<file path="src/hw/rtl/rgbhsl_pkg.sv">
// rgbhsl_pkg: shared constants and types for the RGB to HSL converter.
// No dependencies; every other file of the block imports it.
`default_nettype none

package rgbhsl_pkg;

  localparam int CHAN_W      = 8;    // input channel width
  localparam int FRAC_W      = 16;   // output fraction width, units of 1/65536
  localparam int SUM_W       = 9;    // max + min
  localparam int H6_W        = 11;   // sextant position and 6*delta, below 1536
  localparam int QUEUE_DEPTH = 2;
  localparam int QPTR_W      = $clog2(QUEUE_DEPTH);
  localparam int QCNT_W      = $clog2(QUEUE_DEPTH + 1);

  localparam logic [SUM_W-1:0] CHAN_MAX   = 9'd255;
  localparam logic [SUM_W-1:0] TWICE_MAX  = 9'd510;

  // floor(y/255) == (y * ceil(2^24/255)) >> 24 for every y below 2^16
  localparam logic [16:0] LIGHT_RECIP = 17'd65794;
  localparam int          LIGHT_SHIFT = 24;

  // start accepted -> front reg -> queue -> divider input -> FRAC_W steps -> output reg
  localparam int LATENCY = FRAC_W + 4;

  typedef enum logic [2:0] {
    SEL_RED   = 3'b001,
    SEL_GREEN = 3'b010,
    SEL_BLUE  = 3'b100
  } chan_sel_t;

  typedef struct packed {
    logic              gray;
    logic [SUM_W-1:0]  sum;
    logic [CHAN_W-1:0] delta;
    logic [CHAN_W-1:0] sat_den;
    logic [H6_W-1:0]   h6;
    logic [H6_W-1:0]   hue_den;
  } item_t;

  typedef struct packed {
    logic              gray;
    logic              sat_full;
    logic [FRAC_W-1:0] lightness;
  } side_t;

endpackage

`default_nettype wire

</file>
<file path="src/hw/rtl/rgbhsl_front.sv">
// rgbhsl_front: takes a pixel, finds max/min and the largest channel, and
// prepares numerators and divisors for the back end. Uses rgbhsl_pkg.
`default_nettype none

module rgbhsl_front (
  input  wire                        clk,
  input  wire                        rst,
  input  wire                        take,
  input  wire [rgbhsl_pkg::CHAN_W-1:0] red,
  input  wire [rgbhsl_pkg::CHAN_W-1:0] green,
  input  wire [rgbhsl_pkg::CHAN_W-1:0] blue,
  output logic                       item_vld,
  output rgbhsl_pkg::item_t          item
);
  import rgbhsl_pkg::*;

  chan_sel_t         sel;
  logic [CHAN_W-1:0] mx, mn, delta;
  logic [SUM_W-1:0]  sum, sat_den9;
  logic [H6_W-1:0]   r_x, g_x, b_x, d_x, h6;
  item_t             item_next;

  always_comb begin
    // ties go to red first, then green
    if (red >= green && red >= blue) begin
      sel = SEL_RED;
    end else if (green >= blue) begin
      sel = SEL_GREEN;
    end else begin
      sel = SEL_BLUE;
    end
    case (sel)
      SEL_RED:   mx = red;
      SEL_GREEN: mx = green;
      default:   mx = blue;
    endcase
    mn = red;
    if (green < mn) mn = green;
    if (blue < mn) mn = blue;
  end

  assign delta    = mx - mn;
  assign sum      = {1'b0, mx} + {1'b0, mn};
  assign sat_den9 = (sum > CHAN_MAX) ? (TWICE_MAX - sum) : sum;

  assign r_x = {3'b000, red};
  assign g_x = {3'b000, green};
  assign b_x = {3'b000, blue};
  assign d_x = {3'b000, delta};

  // modular arithmetic at H6_W bits: every result with a nonzero delta lands below 6*delta
  always_comb begin
    case (sel)
      SEL_RED: begin
        if (green >= blue) begin
          h6 = g_x - b_x;
        end else begin
          h6 = (d_x << 2) + (d_x << 1) - (b_x - g_x);
        end
      end
      SEL_GREEN: h6 = (d_x << 1) + b_x - r_x;
      default:   h6 = (d_x << 2) + r_x - g_x;
    endcase
  end

  always_comb begin
    item_next.gray    = (delta == '0);
    item_next.sum     = sum;
    item_next.delta   = delta;
    item_next.sat_den = sat_den9[CHAN_W-1:0];
    item_next.h6      = h6;
    item_next.hue_den = (d_x << 2) + (d_x << 1);
  end

  always_ff @(posedge clk) begin
    if (rst) begin
      item_vld <= 1'b0;
    end else begin
      item_vld <= take;
    end
  end

  always_ff @(posedge clk) begin
    if (take) begin
      item <= item_next;
    end
  end

endmodule

`default_nettype wire

</file>
<file path="src/hw/rtl/rgbhsl_queue.sv">
// rgbhsl_queue: short FIFO between the front and the back end.
// Uses rgbhsl_pkg (item_t, QUEUE_DEPTH).
`default_nettype none

module rgbhsl_queue (
  input  wire                clk,
  input  wire                rst,
  input  wire                push,
  input  rgbhsl_pkg::item_t  push_item,
  output logic               pop_vld,
  output rgbhsl_pkg::item_t  pop_item,
  output logic               busy
);
  import rgbhsl_pkg::*;

  item_t             mem [0:QUEUE_DEPTH-1];
  logic [QPTR_W-1:0] wr_ptr, rd_ptr;
  logic [QCNT_W-1:0] cnt;

  // the back end never stalls, so an occupied head is popped every cycle
  assign pop_vld  = (cnt != '0);
  assign pop_item = mem[rd_ptr];
  // the head leaves every cycle, so the front only has to wait on a full queue
  assign busy = (cnt == QCNT_W'(QUEUE_DEPTH));

  always_ff @(posedge clk) begin
    if (rst) begin
      wr_ptr <= '0;
      rd_ptr <= '0;
      cnt    <= '0;
    end else begin
      if (push) begin
        wr_ptr <= (wr_ptr == QPTR_W'(QUEUE_DEPTH - 1)) ? '0 : wr_ptr + 1'b1;
      end
      if (pop_vld) begin
        rd_ptr <= (rd_ptr == QPTR_W'(QUEUE_DEPTH - 1)) ? '0 : rd_ptr + 1'b1;
      end
      cnt <= cnt + QCNT_W'(push) - QCNT_W'(pop_vld);
    end
  end

  always_ff @(posedge clk) begin
    if (push) begin
      mem[wr_ptr] <= push_item;
    end
  end

endmodule

`default_nettype wire

</file>
<file path="src/hw/rtl/rgbhsl_div.sv">
// rgbhsl_div: pipelined restoring divider, one quotient bit per stage.
// Gives floor(num * 2^FRAC_W / den) for num < den. Uses rgbhsl_pkg.
`default_nettype none

module rgbhsl_div #(
  parameter int DEN_W = 8
) (
  input  wire                          clk,
  input  wire  [DEN_W-1:0]             num,
  input  wire  [DEN_W-1:0]             den,
  output logic [rgbhsl_pkg::FRAC_W-1:0] quo
);
  import rgbhsl_pkg::*;

  logic [DEN_W-1:0]  rem_q [0:FRAC_W];
  logic [DEN_W-1:0]  den_q [0:FRAC_W];
  logic [FRAC_W-1:0] quo_q [1:FRAC_W];

  always_ff @(posedge clk) begin
    rem_q[0] <= num;
    den_q[0] <= den;
  end

  for (genvar k = 1; k <= FRAC_W; k++) begin : g_step
    logic [DEN_W:0]    trial;
    logic              fits;
    logic [FRAC_W-1:0] prev;

    assign trial = {rem_q[k-1], 1'b0};
    assign fits  = (trial >= {1'b0, den_q[k-1]});

    if (k == 1) begin : g_first
      assign prev = '0;
    end else begin : g_rest
      assign prev = quo_q[k-1];
    end

    always_ff @(posedge clk) begin
      rem_q[k] <= fits ? DEN_W'(trial - {1'b0, den_q[k-1]}) : trial[DEN_W-1:0];
      den_q[k] <= den_q[k-1];
      quo_q[k] <= {prev[FRAC_W-2:0], fits};
    end
  end

  assign quo = quo_q[FRAC_W];

endmodule

`default_nettype wire

</file>
<file path="src/hw/rtl/rgbhsl_back.sv">
// rgbhsl_back: divides for hue and saturation, scales lightness, and drives
// the result strobe. Uses rgbhsl_pkg and rgbhsl_div.
`default_nettype none

module rgbhsl_back (
  input  wire                          clk,
  input  wire                          rst,
  input  wire                          item_vld,
  input  rgbhsl_pkg::item_t            item,
  output logic                         strobe,
  output logic [rgbhsl_pkg::FRAC_W-1:0] hue,
  output logic [rgbhsl_pkg::FRAC_W-1:0] saturation,
  output logic [rgbhsl_pkg::FRAC_W-1:0] lightness
);
  import rgbhsl_pkg::*;

  logic [FRAC_W-1:0] light_base;
  logic [32:0]       light_prod;
  logic [SUM_W-1:0]  light_frac;
  logic [FRAC_W:0]   light_sum;
  side_t             side_next;
  side_t             sb [0:FRAC_W];
  logic              sb_vld [0:FRAC_W];
  logic [FRAC_W-1:0] hue_quo, sat_quo;

  // sum*65536/510 = sum*128 + floor(sum*128/255)
  assign light_base = {item.sum, 7'b0};
  assign light_prod = {17'b0, light_base} * {16'b0, LIGHT_RECIP};
  assign light_frac = light_prod[LIGHT_SHIFT +: SUM_W];
  assign light_sum  = {1'b0, light_base} + {8'b0, light_frac};

  always_comb begin
    side_next.gray      = item.gray;
    side_next.sat_full  = ({1'b0, item.delta} == {1'b0, item.sat_den});
    side_next.lightness = light_sum[FRAC_W] ? '1 : light_sum[FRAC_W-1:0];
  end

  rgbhsl_div #(.DEN_W(CHAN_W)) u_sat_div (
    .clk (clk),
    .num (item.delta),
    .den (item.sat_den),
    .quo (sat_quo)
  );

  rgbhsl_div #(.DEN_W(H6_W)) u_hue_div (
    .clk (clk),
    .num (item.h6),
    .den (item.hue_den),
    .quo (hue_quo)
  );

  always_ff @(posedge clk) begin
    if (rst) begin
      for (int k = 0; k <= FRAC_W; k++) sb_vld[k] <= 1'b0;
      strobe <= 1'b0;
    end else begin
      sb_vld[0] <= item_vld;
      for (int k = 1; k <= FRAC_W; k++) sb_vld[k] <= sb_vld[k-1];
      strobe <= sb_vld[FRAC_W];
    end
  end

  always_ff @(posedge clk) begin
    sb[0] <= side_next;
    for (int k = 1; k <= FRAC_W; k++) sb[k] <= sb[k-1];
  end

  // gray pixels have no hue and no saturation; d equal to the divisor is 1.0
  always_ff @(posedge clk) begin
    hue        <= sb[FRAC_W].gray ? '0 : hue_quo;
    saturation <= sb[FRAC_W].gray ? '0 : (sb[FRAC_W].sat_full ? '1 : sat_quo);
    lightness  <= sb[FRAC_W].lightness;
  end

endmodule

`default_nettype wire

</file>
<file path="src/hw/rtl/rgb_to_hsl_converter.sv">
// rgb_to_hsl_converter: top level, RGB pixel in, HSL fractions out.
// Uses rgbhsl_pkg, rgbhsl_front, rgbhsl_queue, rgbhsl_back.
//
//   channel  | handshake         | payload
//   ---------+-------------------+-------------------------------
//   pixel in | start / busy      | red, green, blue (8 b each)
//   result   | strobe (1 cycle)  | hue, saturation, lightness (16 b)
//
// One pixel per clock while busy is low; strobe follows an accepted start
// through the front reg, the queue, the 16-step divider pipelines and the output regs.
// busy is high during reset and otherwise only if the queue fills up.
// Reset clears all valid flags; nothing else needs clearing.
// Results cannot be held off: each stays on the ports for one cycle.
`default_nettype none

module rgb_to_hsl_converter (
  input  wire                          clk,
  input  wire                          rst,
  input  wire                          start,
  output logic                         busy,
  input  wire  [rgbhsl_pkg::CHAN_W-1:0] red,
  input  wire  [rgbhsl_pkg::CHAN_W-1:0] green,
  input  wire  [rgbhsl_pkg::CHAN_W-1:0] blue,
  output logic                         strobe,
  output logic [rgbhsl_pkg::FRAC_W-1:0] hue,
  output logic [rgbhsl_pkg::FRAC_W-1:0] saturation,
  output logic [rgbhsl_pkg::FRAC_W-1:0] lightness
);
  import rgbhsl_pkg::*;

  logic  take;
  logic  front_vld, q_vld, q_busy;
  item_t front_item, q_item;

  assign busy = q_busy | rst;
  assign take = start & ~busy;

  rgbhsl_front u_front (
    .clk      (clk),
    .rst      (rst),
    .take     (take),
    .red      (red),
    .green    (green),
    .blue     (blue),
    .item_vld (front_vld),
    .item     (front_item)
  );

  rgbhsl_queue u_queue (
    .clk       (clk),
    .rst       (rst),
    .push      (front_vld),
    .push_item (front_item),
    .pop_vld   (q_vld),
    .pop_item  (q_item),
    .busy      (q_busy)
  );

  rgbhsl_back u_back (
    .clk        (clk),
    .rst        (rst),
    .item_vld   (q_vld),
    .item       (q_item),
    .strobe     (strobe),
    .hue        (hue),
    .saturation (saturation),
    .lightness  (lightness)
  );

endmodule

`default_nettype wire

</file>
<file path="config.mk">
export PLATFORM = sky130hd
export DESIGN_NAME = rgb_to_hsl_converter
export DESIGN_NICKNAME = d
export VERILOG_FILES = /design/src/hw/rtl/rgbhsl_pkg.sv /design/src/hw/rtl/rgbhsl_front.sv /design/src/hw/rtl/rgbhsl_queue.sv /design/src/hw/rtl/rgbhsl_div.sv /design/src/hw/rtl/rgbhsl_back.sv /design/src/hw/rtl/rgb_to_hsl_converter.sv
export SDC_FILE = /design/constraint.sdc
export NUM_CORES = 2
export LEC_CHECK = 0
export BUFFER_PORTS_ARGS = -buffer_cell sky130_fd_sc_hd__buf_2
export CAP_MARGIN = 20
export CORE_UTILIZATION = 25
export CTS_CLUSTER_SIZE = 20
export DETAILED_ROUTE_END_ITERATION = 12
export GPL_TIMING_DRIVEN = 0
export SLEW_MARGIN = 10
export SYNTH_ARGS = -nofsm -noshare
export SYNTH_HDL_FRONTEND = slang
export SYNTH_SLANG_ARGS = --single-unit
export TNS_END_PERCENT = 20
</file>
<file path="constraint.sdc">
create_clock -name clk -period 10.05 [get_ports clk]
set_input_delay 1.005 -clock clk [delete_from_list [all_inputs] [get_ports clk]]
set_output_delay 1.005 -clock clk [all_outputs]
set_load 0.01 [all_outputs]
</file>
==> impl_results.md <==
* Run status: finished, final reports clean
* Mapped Area at 49600 um2
* Largest cells by area after synthesis: dfxtp_1, ha_1, edfxtp_1, mux2_2, inv_1
* RSZ-0062 raised after global routing: no
* Power per Cell Area at 375 nW/um2
* Layout Nets at 5020
* WL final at 87.1 mm
* CP required at 10.52 ns
* Initial antenna violation count at 2
* Commonest cells in the netlist: dfxtp_1, inv_1, ha_1
* Crit-path max FO at 10
* CP top delay family: compound AO/OA/AOI/OAI gates
* I/O pin count at 77
* Vias in the first global route at 30052
* Initial drt markers at 1142
* CTS sink cnt at 1342
* Crit-path max cell delay at 0.85 ns
* Std-Cell Rows at 163
* Final GP Congestion at 0.889
* ANT nets after route at 0
* Initial Util at 25.2%
* Tightest Hold Check Type: reg2reg
* GR Overflow Total at 0
* CTS tree: done
* Die span in y at 448 um
* Post-layout power at 21800 uW
* Post-synth EDFFs at 132
* Syn_nets at 4804
* Clock root buffer: clkbuf_16
* Post-CTS Hold Buffers at 0
* CP dominant cell by count: ha_1
* Total die area at 200000 um2
* Die X at 448 um
* Startpoint types: input port
* Post-Syn Instances at 4333
* Post-synth top flop: dfxtp_1
* Sum Neg Setup Slack at 0 ns
* Total Routing Usage GR at 8.61%
* Clock transition at path regs at 0.06 ns
* Worst-case clock buffer depth at 3
* Clk_skew at 0.0348 ns
* Period utilization at 90.2%
* TritonCTS Buffers at 135
* Fill cells at 19926
* Tmin final at 9.07 ns
* CP Data Arrival Time at 9.54 ns
* Synth area leader: dfxtp_1
* Fraction of registers with async set/reset at 0%
* Slew Viols, Final at 0
* VDD IR-drop max at 0.324 mV
* Wire per inst at 11.9 um
* DRC violations left at 0
* Max-cap viol count at 0
* Total core area at 197000 um2
* Max-slew headroom at 28.7%
* Fraction of layout cells with a size suffix above 1 at 12.3%
* Crit path buf inv count at 5
* Unique cell type count in the Yosys netlist at 88
* I/O Buffers at 76
* Crit path capture type: register
* H-tree levels at 4
* Vias per cell at 4.05
* Worst-Skew Late Latency at 0.73 ns
* Synthesis Warnings at 0
* TritonRoute pass-1 iters at 5
* Post-DP HPWL at 64.5 mm
* Slew at the pin closest to its max-slew limit at 1.07 ns
* Post-synth top area share at 48.8%
* # Post-CTS Setup Buffers at 0
* LEAKAGE at 0.0248 uW
* First-pass GRT wire length at 143 mm
* Final-report hold violation count at 0
* Register bit total from synthesis at 1342
* Largest net degree at the start of global routing at 33
* Post-CTS Resized at 0
* Critical-path top delay cell: xor2_1
* Area Overhead vs Synth at 17.3%
* Most frequent cell after synthesis: dfxtp_1
* Mean post-synth cell area at 11.5 um2
* Fmax at 110 MHz
* Sequential-to-total area share from yosys stat at 56.8%
* Via count at 29588
* Crit Path Category: in2reg
* Count of final setup violators at 0
through the flow:
| stage | setup WS, ns | utilization, % | cell area, um2 | hold WS (ns) | std cells |
|---|---|---|---|---|---|
| after floorplan | 2.32 | - | 49600 | 0.310 | 4333 |
| after global placement | 0.489 | 27.0 | 53300 | 0.310 | 7049 |
| after detailed placement | 0.370 | 27.1 | 53400 | 0.312 | 7052 |
| after CTS | 1.14 | 29.5 | 58200 | 0.303 | 7302 |
| after global routing | 0.449 | 29.5 | 58200 | 0.317 | 7302 |
| final | 0.983 | 29.5 | 58200 | 0.307 | 7305 |
cell usage in the layout, fill, tap and decap left out, types with 15 or more instances in the layout:
master     netlist  layout
a211o_1         16      16
a211oi_1        24      24
a21boi_0        22      22
a21o_1          52      52
a21oi_1        175     175
a31oi_1         15      15
and2_1          19      18
buf_2            4      80
clkbuf_1        26      45
clkbuf_16        0     137
clkbuf_8         1      37
clkinv_2         0      18
dfxtp_1       1210    1210
edfxtp_1       132     132
fa_1            46      46
ha_1           398     398
inv_1          437     437
mux2_2         219     219
mux2i_1         53      53
nand2_1         93      93
nand2b_1        57      57
nand3_1         47      47
nand4_1         48      48
nor2_1         322     321
nor2b_1        125     124
nor3_1          50      50
o211ai_1        27      27
o21a_1          31      31
o21ai_0        206     206
o21ai_1         18      18
o21bai_1        27      27
or3_1           31      31
xnor2_1        187     187
xor2_1          45      45
cell type report:
type                            instances  area [um2]  area share [%]
Sequential cell                      1342       28200            48.4
Multi-Input combinational cell       2501       19600            33.6
Clock buffer                          192        4000            6.86
Tap cell                             2640        3300            5.67
Inverter                              452        1700            2.91
Clock inverter                         58         843            1.45
Timing Repair Buffer                   79         440           0.756
Buffer                                 38         176           0.303
Antenna cell                            3        7.51          0.0129
cells by family (layout without fill, tap and decap cells):
group                    count (synthesis)  in the layout  synth area share (%)
AND/OR/NAND/NOR                        852            852                  8.54
multiplexers                           274            274                  6.09
buffers and inverters                  490            819                  3.77
AO/OA/AOI/OAI                          699            699                  8.81
XOR/XNOR                               232            232                  4.10
flip-flops                            1342           1342                  56.8
other                                    0              3                     0
adder cells (fa/ha/maj)                444            444                  11.9
path summary, 6_finish.rpt:
| check | from | end | slack (ns) | depth (start not counted) |
|---|---|---|---|---|
| worst min register to register | u_back.u_hue_div.quo_q[15][7] | u_back.u_hue_div.quo_q[16][8] | 0.31 | 0 |
| worst max register to register | register | u_back.sb[0][5] | 3.85 | 20 |
| worst min-delay path | u_back.u_hue_div.quo_q[15][7] | u_back.u_hue_div.quo_q[16][8] | 0.31 | 0 |
| worst max-delay path | red[1] | u_front.item[21] | 0.98 | 37 |
metal layers:
| layer | part of all wire [%] | GRT usage, % | vias to the layer above |
|---|---|---|---|
| met2 | 50 | 15.8 | 503 |
| met1 | 43 | 9.62 | 13766 |
| met5 | 0 | 0 | - |
| met4 | 3.1 | 3.53 | 0 |
| met3 | 4.1 | 1.74 | 198 |
| li1 | - | - | 15121 |
power by group:
part,leakage [uW],switching [uW],internal [uW]
combinational,0.0110,4650,4170
sequential,0.0114,594,7170
clock,0.00237,2110,3110
total,0.0248,7360,14500
sequential cells by signal (all words and copies together) (netlist names), named ones only:
register	flops
u_back.hue	16
u_back.lightness	16
u_back.saturation	16
u_back.sb	306
u_back.sb_vld	17
u_back.strobe	1
u_back.u_hue_div.den_q	158
u_back.u_hue_div.quo_q	136
u_back.u_hue_div.rem_q	161
u_back.u_sat_div.den_q	113
u_back.u_sat_div.quo_q	136
u_back.u_sat_div.rem_q	128
u_front.item	44
u_front.item_vld	1
u_queue.cnt	2
u_queue.mem	88
u_queue.rd_ptr	1
u_queue.wr_ptr	1
worst register-to-register path: stages, from the launching register on:
cell and delay, ns:
dfxtp_1 0.30, buf_2 0.26, buf_1 0.47, buf_1 0.56, clkbuf_1 0.58, mux2_2 0.49
ha_1 0.23, ha_1 0.18, ha_1 0.27, a41o_1 0.22, and3_1 0.21, a31oi_1 0.33
nor2_1 0.18, nand2_1 0.14, nor2_1 0.08, ha_1 0.31, a21oi_1 0.07, nor3_1 0.47
nand3_1 0.25, clkbuf_1 0.27, a32oi_1 0.24
(Power assumes the default switching activity.)
